--- src/bsp_pkg.sv ---
// ----------------------------------------------------------------------------
// bsp_pkg
// Shared types and constants of the 24-bit bitmap stream parser.
// ----------------------------------------------------------------------------
package bsp_pkg;

  localparam int unsigned BSP_QUEUE_DEPTH = 2;

  localparam logic [31:0] HEADER_BYTES = 32'd54;
  localparam logic [31:0] HEADER_LAST  = HEADER_BYTES - 32'd1;
  localparam logic [31:0] POS_SIZE_0   = 32'd2;
  localparam logic [31:0] POS_SIZE_1   = 32'd3;
  localparam logic [31:0] POS_SIZE_2   = 32'd4;
  localparam logic [31:0] POS_SIZE_3   = 32'd5;
  localparam logic [31:0] POS_WIDTH_0  = 32'd18;
  localparam logic [31:0] POS_WIDTH_1  = 32'd19;
  localparam logic [31:0] POS_HEIGHT_0 = 32'd22;
  localparam logic [31:0] POS_HEIGHT_1 = 32'd23;
  localparam logic [31:0] POS_MAX      = 32'hFFFF_FFFF;

  // request classes handed from front to back
  localparam logic [1:0] OP_NONE   = 2'd0;
  localparam logic [1:0] OP_HEADER = 2'd1;
  localparam logic [1:0] OP_BODY   = 2'd2;

  localparam logic KIND_HEADER = 1'b0;
  localparam logic KIND_PIXEL  = 1'b1;

  localparam logic [1:0] COMP_BLUE  = 2'd0;
  localparam logic [1:0] COMP_GREEN = 2'd1;
  localparam logic [1:0] COMP_RED   = 2'd2;

  typedef struct packed {
    logic [1:0]  op;
    logic        restart;
    logic        start_ok;
    logic [7:0]  byte_value;
    logic [15:0] image_width;
    logic [15:0] image_height;
    logic [31:0] file_size;
  } entry_t;

endpackage

--- src/bsp_front.sv ---
// ----------------------------------------------------------------------------
// bsp_front
// Tracks byte position, captures header fields and classifies each byte.
// ----------------------------------------------------------------------------
module bsp_front
  import bsp_pkg::*;
(
  input  logic       clk,
  input  logic       rst,
  input  logic       accept,
  input  logic [7:0] byte_value,
  input  logic       start_of_file,
  output logic       q_push,
  output entry_t     q_entry
);

  logic [31:0] byte_position, byte_position_next;
  logic [31:0] size_reg, size_reg_next;
  logic [15:0] width_reg, width_reg_next;
  logic [15:0] height_reg, height_reg_next;
  logic [31:0] pos_cur;

  always_comb begin
    pos_cur         = start_of_file ? '0 : byte_position;
    size_reg_next   = start_of_file ? '0 : size_reg;
    width_reg_next  = start_of_file ? '0 : width_reg;
    height_reg_next = start_of_file ? '0 : height_reg;
    byte_position_next = (pos_cur == POS_MAX) ? pos_cur : pos_cur + 32'd1;
    case (pos_cur)
      POS_SIZE_0:   size_reg_next[7:0]     = byte_value;
      POS_SIZE_1:   size_reg_next[15:8]    = byte_value;
      POS_SIZE_2:   size_reg_next[23:16]   = byte_value;
      POS_SIZE_3:   size_reg_next[31:24]   = byte_value;
      POS_WIDTH_0:  width_reg_next[7:0]    = byte_value;
      POS_WIDTH_1:  width_reg_next[15:8]   = byte_value;
      POS_HEIGHT_0: height_reg_next[7:0]   = byte_value;
      POS_HEIGHT_1: height_reg_next[15:8]  = byte_value;
      default: ;
    endcase

    q_entry.restart      = start_of_file;
    q_entry.byte_value   = byte_value;
    q_entry.image_width  = width_reg_next;
    q_entry.image_height = height_reg_next;
    q_entry.file_size    = size_reg_next;
    q_entry.start_ok     = (width_reg_next != 16'd0) && (pos_cur < size_reg_next);
    if (pos_cur == HEADER_LAST) begin
      q_entry.op = OP_HEADER;
    end else if (pos_cur > HEADER_LAST) begin
      q_entry.op = OP_BODY;
    end else begin
      q_entry.op = OP_NONE;
    end
    // header bytes before the last one only need the back end when they restart it
    q_push = accept && (start_of_file || (q_entry.op != OP_NONE));
  end

  always_ff @(posedge clk) begin
    if (rst) begin
      byte_position <= '0;
      size_reg      <= '0;
      width_reg     <= '0;
      height_reg    <= '0;
    end else if (accept) begin
      byte_position <= byte_position_next;
      size_reg      <= size_reg_next;
      width_reg     <= width_reg_next;
      height_reg    <= height_reg_next;
    end
  end

endmodule

--- src/bsp_queue.sv ---
// ----------------------------------------------------------------------------
// bsp_queue
// Short first-in first-out queue of classified requests.
// ----------------------------------------------------------------------------
module bsp_queue
  import bsp_pkg::*;
#(
  parameter int unsigned DEPTH = BSP_QUEUE_DEPTH
) (
  input  logic   clk,
  input  logic   rst,
  input  logic   push,
  input  entry_t wr_entry,
  input  logic   pop,
  output entry_t rd_entry,
  output logic   is_full,
  output logic   is_empty
);

  localparam int unsigned PTR_W = (DEPTH > 1) ? $clog2(DEPTH) : 1;
  localparam int unsigned CNT_W = $clog2(DEPTH + 1);
  localparam logic [PTR_W-1:0] PTR_LAST = PTR_W'(DEPTH - 1);
  localparam logic [CNT_W-1:0] CNT_FULL = CNT_W'(DEPTH);

  entry_t           mem [DEPTH];
  logic [PTR_W-1:0] wr_ptr, rd_ptr;
  logic [CNT_W-1:0] count;
  logic             do_push, do_pop;

  assign is_full  = (count == CNT_FULL);
  assign is_empty = (count == '0);
  assign do_push  = push && !is_full;
  assign do_pop   = pop && !is_empty;
  assign rd_entry = mem[rd_ptr];

  always_ff @(posedge clk) begin
    if (do_push) begin
      mem[wr_ptr] <= wr_entry;
    end
  end

  always_ff @(posedge clk) begin
    if (rst) begin
      wr_ptr <= '0;
      rd_ptr <= '0;
      count  <= '0;
    end else begin
      if (do_push) begin
        wr_ptr <= (wr_ptr == PTR_LAST) ? '0 : wr_ptr + PTR_W'(1);
      end
      if (do_pop) begin
        rd_ptr <= (rd_ptr == PTR_LAST) ? '0 : rd_ptr + PTR_W'(1);
      end
      if (do_push && !do_pop) begin
        count <= count + CNT_W'(1);
      end else if (do_pop && !do_push) begin
        count <= count - CNT_W'(1);
      end
    end
  end

endmodule

--- src/bsp_back.sv ---
// ----------------------------------------------------------------------------
// bsp_back
// Assembles pixel triples, passes header results, skips row padding and holds the result register.
// ----------------------------------------------------------------------------
module bsp_back
  import bsp_pkg::*;
(
  input  logic        clk,
  input  logic        rst,
  input  logic        q_empty,
  input  entry_t      q_entry,
  output logic        q_pop,
  input  logic        pop,
  output logic        empty,
  output logic        kind,
  output logic [7:0]  blue,
  output logic [7:0]  green,
  output logic [7:0]  red,
  output logic [15:0] column,
  output logic [15:0] row,
  output logic [15:0] image_width,
  output logic [15:0] image_height,
  output logic [31:0] file_size
);

  logic [1:0]  component_index, component_index_next;
  logic [7:0]  held_blue, held_blue_next;
  logic [7:0]  held_green, held_green_next;
  logic [15:0] column_count, column_count_next;
  logic [15:0] row_count, row_count_next;
  logic [1:0]  padding_left, padding_left_next;
  logic [16:0] column_inc;
  logic        out_valid;
  logic        emit;

  assign empty = !out_valid;
  assign q_pop = !q_empty && (!out_valid || pop);

  always_comb begin
    component_index_next = q_entry.restart ? COMP_BLUE : component_index;
    held_blue_next       = q_entry.restart ? '0 : held_blue;
    held_green_next      = q_entry.restart ? '0 : held_green;
    column_count_next    = q_entry.restart ? '0 : column_count;
    row_count_next       = q_entry.restart ? '0 : row_count;
    padding_left_next    = q_entry.restart ? '0 : padding_left;
    column_inc           = {1'b0, column_count_next} + 17'd1;
    emit                 = 1'b0;
    case (q_entry.op)
      OP_HEADER: emit = 1'b1;
      OP_BODY: begin
        if (padding_left_next != 2'd0) begin
          padding_left_next = padding_left_next - 2'd1;
        end else if (component_index_next == COMP_BLUE) begin
          if (q_entry.start_ok) begin
            held_blue_next       = q_entry.byte_value;
            component_index_next = COMP_GREEN;
          end
        end else if (component_index_next == COMP_GREEN) begin
          held_green_next      = q_entry.byte_value;
          component_index_next = COMP_RED;
        end else begin
          emit                 = 1'b1;
          component_index_next = COMP_BLUE;
          // end of a stored row wraps the column and arms the padding skip
          if (column_inc >= {1'b0, q_entry.image_width}) begin
            column_count_next = '0;
            row_count_next    = row_count_next + 16'd1;
            padding_left_next = q_entry.image_width[1:0];
          end else begin
            column_count_next = column_inc[15:0];
          end
        end
      end
      default: ;
    endcase
  end

  always_ff @(posedge clk) begin
    if (rst) begin
      component_index <= COMP_BLUE;
      held_blue       <= '0;
      held_green      <= '0;
      column_count    <= '0;
      row_count       <= '0;
      padding_left    <= '0;
      out_valid       <= 1'b0;
    end else begin
      if (q_pop) begin
        component_index <= component_index_next;
        held_blue       <= held_blue_next;
        held_green      <= held_green_next;
        column_count    <= column_count_next;
        row_count       <= row_count_next;
        padding_left    <= padding_left_next;
      end
      if (q_pop && emit) begin
        out_valid <= 1'b1;
      end else if (pop) begin
        out_valid <= 1'b0;
      end
    end
  end

  always_ff @(posedge clk) begin
    if (q_pop && emit) begin
      image_width  <= q_entry.image_width;
      image_height <= q_entry.image_height;
      file_size    <= q_entry.file_size;
      if (q_entry.op == OP_HEADER) begin
        kind   <= KIND_HEADER;
        blue   <= '0;
        green  <= '0;
        red    <= '0;
        column <= '0;
        row    <= '0;
      end else begin
        kind   <= KIND_PIXEL;
        blue   <= held_blue_next;
        green  <= held_green_next;
        red    <= q_entry.byte_value;
        column <= q_entry.restart ? '0 : column_count;
        row    <= q_entry.restart ? '0 : row_count;
      end
    end
  end

endmodule

--- src/bmp24_stream_pixel_parser_unit.sv ---
// ----------------------------------------------------------------------------
// bmp24_stream_pixel_parser_unit
// Byte-stream parser for 24-bit bitmap files: header summary and pixels.
// ----------------------------------------------------------------------------
// Takes one file byte per cycle while full is low and gives at most one result
// per byte: a header result after byte 53, then one pixel result per B,G,R
// triple with its column and row, skipping width mod 4 padding bytes after
// each row. A byte with start_of_file high restarts the parse. The front end
// counts position and captures header fields as each byte is accepted; a
// QUEUE_DEPTH-entry request queue feeds the back end, which assembles triples
// into a one-entry result register. Sustained rate is one byte per cycle while
// results are popped as they appear; a result reaches the result ports through
// the request queue and the result register. While a result waits unpopped
// the back end stalls, and full rises once QUEUE_DEPTH requests are queued.
module bmp24_stream_pixel_parser_unit
  import bsp_pkg::*;
#(
  parameter int unsigned QUEUE_DEPTH = BSP_QUEUE_DEPTH
) (
  input  logic        clk,
  input  logic        rst,
  input  logic        push,
  output logic        full,
  input  logic [7:0]  byte_value,
  input  logic        start_of_file,
  output logic        empty,
  input  logic        pop,
  output logic        kind,
  output logic [7:0]  blue,
  output logic [7:0]  green,
  output logic [7:0]  red,
  output logic [15:0] column,
  output logic [15:0] row,
  output logic [15:0] image_width,
  output logic [15:0] image_height,
  output logic [31:0] file_size
);

  logic   accept;
  logic   q_push, q_pop, q_empty;
  entry_t wr_entry, rd_entry;

  assign accept = push && !full;

  bsp_front u_front (
    .clk           (clk),
    .rst           (rst),
    .accept        (accept),
    .byte_value    (byte_value),
    .start_of_file (start_of_file),
    .q_push        (q_push),
    .q_entry       (wr_entry)
  );

  bsp_queue #(
    .DEPTH (QUEUE_DEPTH)
  ) u_queue (
    .clk      (clk),
    .rst      (rst),
    .push     (q_push),
    .wr_entry (wr_entry),
    .pop      (q_pop),
    .rd_entry (rd_entry),
    .is_full  (full),
    .is_empty (q_empty)
  );

  bsp_back u_back (
    .clk          (clk),
    .rst          (rst),
    .q_empty      (q_empty),
    .q_entry      (rd_entry),
    .q_pop        (q_pop),
    .pop          (pop),
    .empty        (empty),
    .kind         (kind),
    .blue         (blue),
    .green        (green),
    .red          (red),
    .column       (column),
    .row          (row),
    .image_width  (image_width),
    .image_height (image_height),
    .file_size    (file_size)
  );

endmodule

--- config.mk ---
export PLATFORM = sky130hd
export DESIGN_NAME = bmp24_stream_pixel_parser_unit
export DESIGN_NICKNAME = d
export VERILOG_FILES = /design/src/bsp_pkg.sv /design/src/bsp_front.sv /design/src/bsp_queue.sv /design/src/bsp_back.sv /design/src/bmp24_stream_pixel_parser_unit.sv
export SDC_FILE = /design/constraint.sdc
export NUM_CORES = 1
export LEC_CHECK = 0
export ABC_CLOCK_PERIOD_IN_PS = 16900
export BUFFER_PORTS_ARGS = -buffer_cell sky130_fd_sc_hd__buf_2
export CAP_MARGIN = 40
export CORE_MARGIN = 4
export CORE_UTILIZATION = 48
export CTS_BUF_LIST = sky130_fd_sc_hd__clkbuf_8
export DETAILED_ROUTE_END_ITERATION = 8
export GPL_ROUTABILITY_DRIVEN = 0
export GPL_TIMING_DRIVEN = 0
export HOLD_SLACK_MARGIN = 0.1
export MAX_ROUTING_LAYER = met4
export PLACE_DENSITY = 0.66
export SLEW_MARGIN = 20
export SYNTH_ARGS = -nofsm -noshare
export SYNTH_HDL_FRONTEND = slang
export SYNTH_SLANG_ARGS = --single-unit
export TNS_END_PERCENT = 50
--- constraint.sdc ---
create_clock -name clk -period 16.9 [get_ports clk]
set_input_delay 2.535 -clock clk [delete_from_list [all_inputs] [get_ports clk]]
set_output_delay 2.535 -clock clk [all_outputs]
set_load 0.02 [all_outputs]
Yosys cells after proc, flatten, opt, wreduce, memory -nomap -nowiden. Memories as Yosys holds them, arrays and structs flattened. A register that Yosys moved wholly into a read port is not among the register bits. Cells that the tools add are included. Widths: inputs -> output; s select.

Bitwise logic cells: 0. Shifts and indexed selects: 0. $mul: 0. Equal/unequal tests: 14. Reduce and logical (&&, ||, !) cells: 23. Magnitude comparators: 3. Add/sub/neg operators: 8. Divide/modulo/power cells: 0. Muxes and demuxes: 64.

Operators by type and width (count): $mux 16 (14); $mux 8 (18); $eq 32x5->1 const B (4); $mux 32 (3); $eq 32x2->1 const B (2); $eq 32x3->1 const B (2); $add 32x1->32 const B (1); $eq 32x32->1 const B (1); $eq 32x6->1 const B (1); $gt 32x6->1 const B (1); $lt 32x32->1 (1); $mux 2 (16); $add 16x1->17 const B (1); $ge 17x16->1 (1); $add 16x1->16 const B (1); $reduce_bool 16->1 (1); $mux 1 (12); $logic_and 1x1->1 (9); $reduce_bool 2->1 (4); $logic_not 1->1 (5); $eq 2x1->1 const B (2); $eq 2x2->1 const B (2); $logic_not 2->1 (2); $sub 2x1->2 const B (2); 4 further kinds (6).

Latch bits: 0. Bits of input ports: 13. Output and inout port bits: 123. Memory bits (read-only): 0. Word-level logic and storage cells: 136. Memories kept: 1. Bits in writable memories: 152. Bits in registers: 274.

Memories: u_queue.mem (words 2, bits a word 76, rd ports 1, clocked after Yosys merged registers in 1, write ports 1, line bsp_queue.sv:25) `entry_t mem [DEPTH];`.

Logic depth before layout (Yosys ltp). Gate-level depths: netlist (run 1).

Depth after elaboration: 12. Gate-level depth with buffers: 20. Gate-level depth less buffers: 16.

Cells and area by module. A second synthesis (run 1) with hierarchy kept.

Cells, all modules: 1696. Area total of the unflattened synthesis: 19638.8 µm².

Modules (own cells, without submodules): bsp_back (cells each 625, sequential area each 4694.5 µm², area each 7378.3 µm², times used 1); bsp_front (cells each 809, sequential area each 1921.8 µm², area each 6541.3 µm², times used 1); bsp_queue (cells each 261, sequential area each 4664.5 µm², area each 5705.5 µm², times used 1); bmp24_stream_pixel_parser_unit (cells each 1, sequential area each 0.0 µm², area each 13.8 µm², times used 1).

Least setup slack after synthesis (run 1). No wires, ideal clock.

Path kind: input to register. Start: input port pop. End: register u_back.blue[0] (enable). Cell stages on the path: 6. Setup slack: 4.584 ns. Arrival: 11.564 ns. Required time: 16.148 ns. Cells stage by stage: nor2b_1 nor2_1 clkbuf_1 inv_1 clkbuf_1 nor3_1.

Longest elaborated chain between the ends: 3.

Ends and longest elaborated chain: from (decl) (line bmp24_stream_pixel_parser_unit.sv:27) `input logic pop,`; $logic_or 1x1->1 (line bsp_back.sv:37) `assign q_pop = !q_empty && (!out_valid || pop);`; $logic_and 1x1->1 (line bsp_back.sv:37); $logic_and 1x1->1 (line bsp_back.sv:105) `if (q_pop && emit) begin`; to (signal assigned) (line bsp_back.sv:118) `blue <= held_blue_next;`; to (decl) (line bsp_back.sv:16) `output logic [7:0] blue,`.

No other way between the ends. A chain may end at the register's enable or synchronous reset.

==> summary.md, run 1 <==
| Metric | Value |
|---|---|
| Crit Path Category | `in2reg` |
| Clock tree buffer depth | `3` |
| CP required | `between 15000 and 20000 ps` |
| Unrepaired setup endpoints after global routing | `false` |
| MaxCap Viol Count | `0` |
| Vias in the first global route | `approximately 14000` |
| Final Net Count | `roughly 2100` |
| Register area | `0.0113 mm²` |
| Post-DRT Antenna Nets | `0` |
| Post-CTS setup buffers | `0` |
| Initial Utilization | `~49%` |
| Tightest Pin Transition | `about 800 ps` |
| # rows | `73` |
| Worst setup SP type | `input pin` |
| Largest fanout on the critical path | `10` |
| Tcrit/Tclk final | `between 40% and 50%` |
| Top Ports | `roughly 140` |
| Critical path endpoint category | `flip-flop` |
| DP Area | `0.0209 mm²` |
| Total CTS buffers | `a little over 70` |
| Ratio of cells with drive above 1 in the final layout | `between 10% and 20%` |
| Antenna Cells | `0` |
| Drt pass-1 iters | `5` |
| Post-detail-place hpwl | `~37 mm` |
| CTS Root Cell | `clkbuf_8` |
| Clk pwr share | `roughly a third` |
| Outcome | `finished, final reports clean` |
| Drt drc | `0` |
| Peak supply drop | `0.0750 mV` |
| NetSw | `roughly 0.00076 W` |
| Crit-path cells | `buf_2, clkbuf_1, inv_1, clkbuf_1, nand2_1, inv_1, ha_1, nand2_1, nor2_1, clkbuf_1, o21a_1, ha_1, a2111oi_0, o21ai_0, a221oi_1, nor2_1, nor3_1, o311a_1` |
| Ys Warns | `0` |
| Final design area excluding fillers | `0.0223 mm²` |
| Fillers | `about 3500` |
| Die W | `209 µm` |
| #FFs+latches synth | `427` |
| Syn avg cell area | `11.0 µm²` |
| Cell Area, Synth | `0.0193 mm²` |
| Worst path most repeated cell | `clkbuf_1` |
| Power Density | `between 100 and 150 mW/mm²` |
| Slowest stage delay, CP | `between 400 and 500 ps` |
| Layout Skew | `28.7 ps` |
| Cell count after synthesis | `1755` |
| Dominant synthesized flop cell | `edfxtp_1` |
| Initial antenna violation count | `0` |
| Flop2flop setup slack | `10140 ps` |
| DRT iter0 DRCs | `around 1300` |
| Worst EP arrival | `between 7000 and 8000 ps` |
| CP delay by family, top | `buffers and inverters` |
| Netlist cell types | `approximately 70` |
| Worst slew margin | `around 46%` |
| Aggregate global routing overflow | `0` |
| Worst setup slack after layout | `roughly 9500 ps` |
| Top reg by flops | `u_queue.mem` |
| Hold Crit Class | `reg2reg` |
| Die Y | `approximately 210 µm` |
| Hold Violations, Final | `0` |
| Largest net degree at the start of global routing | `52` |
| Worst skew pair latency | `630 ps` |
| Vias after detailed routing | `roughly 15000` |
| Final Slew Violations | `0` |
| Die area | `0.0436 mm²` |
| Clock Sinks | `about 430` |
| Post-Route WL | `51.0 mm` |
| Multi-input logic area | `roughly 0.0075 mm²` |
| Max reg flops | `roughly 150` |
| H-tree levels | `3` |
| TritonCTS clock tree | `done` |
| Area growth syn-to-layout | `15.4%` |
| Final Util | `between 50% and 60%` |
| Sequential power share | `around 48%` |
| Total leakage power | `around 8.4 nW` |
| IO Port Bufs | `134` |
| Crit path time final | `about 7400 ps` |
| Clk slew on worst S/H paths | `about 60 ps` |
| Sw Share | `between 20 and 30%` |
| Int Pwr | `~0.0018 W` |
| Finish-stage setup viols | `0` |
| Tot GR Track Use | `between 20% and 30%` |
| Global-route wire length before repair | `79.0 mm` |
| Register area share after synthesis | `about three fifths` |
| Combinational share of power | `between 10% and 20%` |
| Resized Gates After CTS | `0` |
| Fmax | `0.135 GHz` |
| WL/cell | `19.8 µm` |
| Hold_ws | `around 470 ps` |
| Worst path slowest cell | `clkbuf_1` |
| Hold_buf cts | `0` |
| WP buf/inv | `6` |
| Setup slack at placement | `9090 ps` |
| Synthesized net count | `~1800` |
| Vias per cell | `~5.7` |
| Core box area | `~0.04 mm²` |
| Async S/R FF share, synth | `0%` |
| Number of synthesized flops with an enable pin | `around 270` |
[cell usage after synthesis, types with 4 or more instances]
library cell	count	area [µm²]
a31oi_1	14	87.6
a32oi_1	12	105
or4_1	8	60.1
edfxtp_1	273	8200
clkbuf_1	86	323
a211oi_1	26	195
or3_1	6	37.5
nor2_1	205	769
nand4b_1	5	43.8
dfxtp_1	154	3080
nand2_1	161	604
nand4_1	20	125
nor3b_1	20	150
nand3_1	48	240
inv_1	60	225
o211ai_1	7	52.6
a21o_1	19	143
mux2i_1	30	300
o21ai_1	4	20.0
buf_1	5	18.8
o21ai_0	63	315
buf_2	8	40.0
a22oi_1	61	458
nor3_1	42	210
and3_1	40	250
xnor2_1	15	131
nor4_1	16	100
and2_1	14	87.6
a21oi_1	60	300
ha_1	56	701
a2111oi_0	4	35.0
o21a_1	29	218
nand3b_1	4	30.0
and4_1	5	43.8
mux2_2	59	664
xor2_1	31	272
nor2b_1	35	219
[per-layer routing]
layer	global-route usage [%]	routed length, µm	vias up	share of wire [%]
li1	-	-	6901	-
met2	36.0	23500	583	46
met5	-	0	-	0
met1	30.7	22100	7168	43
met3	4.64	3720	108	7.3
met4	9.05	1700	0	3.3
[cell usage in the layout, fill, tap and decap left out, types with 59 or more instances in the layout]
cell type,n
a21oi_1,60
a22oi_1,61
buf_2,144
clkbuf_1,86
clkbuf_8,79
dfxtp_1,154
edfxtp_1,273
inv_1,91
mux2_2,59
nand2_1,161
nor2_1,205
o21ai_0,63
[path summary, 6_finish.rpt]
path                            cells after the start                  endpoint                     start
worst max register to register                     20    u_back.padding_left[0]                 flip-flop
worst min-delay path                                2  u_front.byte_position[1]  u_front.byte_position[1]
worst max-delay path                               18        u_queue.mem[0][72]             start_of_file
worst min register to register                      2  u_front.byte_position[1]  u_front.byte_position[1]
[tightest hold or removal path, cell delays in order (launching register included)]
cell     delay (ps)
dfxtp_1         320
nand2_1          50
a21oi_1          50
[cells by family after synthesis]
group | count (synthesis) | share of synthesized area (%)
fa+ha+maj | 56 | 3.62
mux | 90 | 5.07
buf+inv | 160 | 3.18
simple gates | 648 | 16.2
flops | 427 | 58.3
compound gates | 328 | 11.5
xor+xnor | 46 | 2.08
[power groups by stage]
| stage | clock network, W | logic (W) | registers, W |
|---|---|---|---|
| final | 0.000876 | 0.000469 | 0.00123 |
| after global routing | 0.000956 | 0.000507 | 0.00124 |
| after CTS | 0.000899 | 0.000468 | 0.00123 |
| after detailed placement | 0 | 0.000465 | 0.00125 |
| after floorplan | 0 | 0.000257 | 0.00130 |
| after global placement | 0 | 0.000441 | 0.00127 |
[through the flow]
| step | TNS (ps) | total power (W) | instances |
|---|---|---|---|
| finish | 0 | 0.00258 | 2570 |
| global route | 0 | 0.00270 | 2570 |
| CTS | 0 | 0.00260 | 2566 |
| detailed placement | 0 | 0.00172 | 2434 |
| global placement | -39680 | 0.00171 | 2414 |
| floorplan | 0 | 0.00156 | 1755 |
[area by class of cell]
| cell class | instances | area share [%] |
|---|---|---|
| flip-flops and latches | 427 | 50.5 |
| multi-input cells | 1168 | 33.4 |
| clock buffers | 79 | 4.87 |
| repair buffers | 158 | 4.20 |
| well taps | 525 | 2.94 |
| plain buffers | 100 | 1.74 |
| clock inverters | 53 | 1.29 |
| inverters | 60 | 1.01 |
Power figures use the tool's default switching activity.
==> run 2: changes to the inputs <==
- ABC_CLOCK_PERIOD_IN_PS: 16900 -> 6400
- PLACE_DENSITY: 0.66 -> 0.68
- clock period: 16.9 -> 6.4 ns (I/O delays scaled with it)
==> run 2 against run 1 <==
Register-to-register slack lost 9600 ps; non-clock buffer count shrank 6; largest power group unchanged; cell count shrank 0.31%; largest cell class unchanged; wire length shrank 1.3%; critical path type is now reg2reg; die area is the same.
==> summary.md, run 2 (synthesis gave the netlist of run 1 again) <==
| Metric | Value |
|---|---|
| Most common cell after layout, fill and taps aside | `edfxtp_1` |
| Worst setup SP type | `flip-flop` |
| Antenna Cells | `0 (unchanged)` |
| IO Port Bufs | `134 (unchanged)` |
| Worst EP arrival | `6380 ps (-1490 ps)` |
| Top Ports | `136 (unchanged)` |
| Crit Path Category | `reg2reg` |
| Clk slew on worst S/H paths | `70 ps (about the same)` |
| Drt drc | `0 (unchanged)` |
| CP required | `6870 ps (-10500 ps)` |
| Drt pass-1 iters | `6 (+1)` |
| Clock tree buffer depth | `3 (unchanged)` |
| Core box area | `0.0398 mm² (unchanged)` |
| Initial antenna violation count | `0 (unchanged)` |
| Area growth syn-to-layout | `15.4% (about the same)` |
| Post-detail-place hpwl | `36.3 mm (-1.3%)` |
| Crit path time final | `between 5000 and 6000 ps` |
| Worst skew pair latency | `620 ps (about the same)` |
| Initial Utilization | `48.6% (unchanged)` |
| Die Y | `209 µm (unchanged)` |
| Top reg by flops | `u_queue.mem` |
| Crit-path cells | `mux2i_2, clkbuf_2, clkbuf_2, and2_1, ha_1, nand4_1, nor3_2, and3_1, xnor2_1, nor2_1, ha_1, nand4_1, nor3_1, a21oi_1, and3b_1, clkbuf_1, a2111oi_2, a31o_2, a31oi_1` |
| Total CTS buffers | `71 (unchanged)` |
| MaxCap Viol Count | `0 (unchanged)` |
| Commonest non-fill, non-tap cells in the layout | `edfxtp_1, nor2_1, nand2_1, dfxtp_1, buf_2` |
| Post-DRT Antenna Nets | `0 (unchanged)` |
| Finish-stage setup viols | `0 (unchanged)` |
| Pwr Total | `0.00678 W (+160%)` |
| Peak supply drop | `0.160 mV (+110%)` |
| Total leakage power | `8.34 nW (-0.32%)` |
| WP buf/inv | `3 (-3)` |
| Critical path endpoint category | `flip-flop` |
| Tot GR Track Use | `23.2% (-0.097 points)` |
| Fillers | `3479 (-0.11%)` |
| Die area | `0.0436 mm² (unchanged)` |
| Power Density | `304 mW/mm² (+160%)` |
| DP Area | `0.0209 mm² (+0.14%)` |
| Post-Route WL | `50.3 mm (-1.3%)` |
| Tcrit/Tclk final | `92.3%` |
| Hold Crit Class | `reg2reg` |
| Largest fanout on the critical path | `19 (+9)` |
| Ratio of cells with drive above 1 in the final layout | `16.6% (about the same)` |
| Final Net Count | `2049 (-0.29%)` |
| CTS Root Cell | `clkbuf_8` |
| Hold Violations, Final | `0 (unchanged)` |
| Multi-input logic area | `0.00747 mm² (+0.13%)` |
| Vias after detailed routing | `14749 (-0.075%)` |
| Largest net degree at the start of global routing | `53 (+1.9%)` |
| Unrepaired setup endpoints after global routing | `false` |
| Worst path slowest cell | `a2111oi_2` |
| Clock Sinks | `427 (unchanged)` |
| Vias in the first global route | `14409 (+0.89%)` |
| Slowest stage delay, CP | `580 ps (+100 ps)` |
| TritonCTS clock tree | `done` |
| WL/cell | `19.6 µm (-0.95%)` |
| Outcome | `finished, final reports clean` |
| Final Slew Violations | `0 (unchanged)` |
| Vias per cell | `5.76 (+0.24%)` |
| Cell Count Post-Placement | `2430 (-0.16%)` |
| H-tree levels | `3 (unchanged)` |
| Die W | `209 µm (unchanged)` |
| DRT iter0 DRCs | `1327 (+5.7%)` |
| Fmax | `0.169 GHz` |
| # rows | `73 (unchanged)` |
| CP delay by family, top | `simple AND/OR/NAND/NOR gates` |
| Worst slew margin | `42.2% (-4.0 points)` |
| Max reg flops | `152 (unchanged)` |
| Layout Skew | `24.7 ps (-4.02 ps)` |
| Global-route wire length before repair | `79.1 mm (+0.15%)` |
| Register area | `0.0113 mm² (unchanged)` |
| Aggregate global routing overflow | `0 (unchanged)` |
| Tightest Pin Transition | `867 ps (+62.7 ps)` |
| Final design area excluding fillers | `0.0223 mm² (about the same)` |
| Final cell count without fillers | `2562 (-0.31%)` |
-- run 2: path summary, 6_finish.rpt --
path	end	cells after the start	startpoint	slack [ps]
setup reg to reg	u_back.row_count[6]	19	flip-flop	490
hold / removal	u_front.byte_position[1]	2	u_front.byte_position[1]	490
setup / recovery	u_back.row_count[6]	19	flip-flop	490
hold reg to reg	u_front.byte_position[1]	2	u_front.byte_position[1]	490
-- run 2: repair_timing --
| action | CTS | global route |
|---|---|---|
| cloned | 0 | 0 |
| endpoints found under the setup margin | 13 | 16 |
| buffers inserted | 0 | 1 |
| gates resized for setup | 2 | 2 |
| hold buffers | 0 | 0 |
| pin swaps | 0 | 1 |
| hold endpoints to repair | 0 | 0 |
-- run 2: power breakdown --
group | switching [W] | total, W | internal [W]
clock network | 0.00108 | 0.00229 | 0.00121
logic | 0.000845 | 0.00124 | 0.000398
registers | 0.0000676 | 0.00325 | 0.00318
-- run 2: area by class of cell --
type | count | share of cell area (%)
clock buffer | 78 | 4.81
clock inverter | 52 | 1.25
buffer | 99 | 1.74
sequential | 427 | 50.5
tap | 525 | 2.94
timing repair buffer | 153 | 4.25
inverter | 60 | 1.01
multi-input combinational | 1168 | 33.5
-- run 2: per-stage QoR --
step | hold slack [ps] | utilization (%) | setup slack [ps] | TNS (ps)
after global routing | 518 | 56.0 | 131 | 0
after global placement | 462 | 51.9 | -2880 | -469080
after CTS | 482 | 56.0 | 28.1 | 0
after floorplan | 450 | - | -0.0648 | -4.93
after detailed placement | 471 | 52.6 | -248 | -1590
final | 485 | 56.0 | 493 | 0
-- run 2: worst min-delay path, cell delays in order (launching register included) --
cell,delay (ps)
dfxtp_1,330
nand2_1,60
a21oi_1,50
-- run 2: per-layer routing --
metal	vias to the layer above	track usage (%)	part of all wire (%)
met4	0	9.14	3.4
met2	596	36.1	46
met5	-	-	0
met1	7141	30.3	43
met3	116	4.58	7.3
li1	6896	-	-
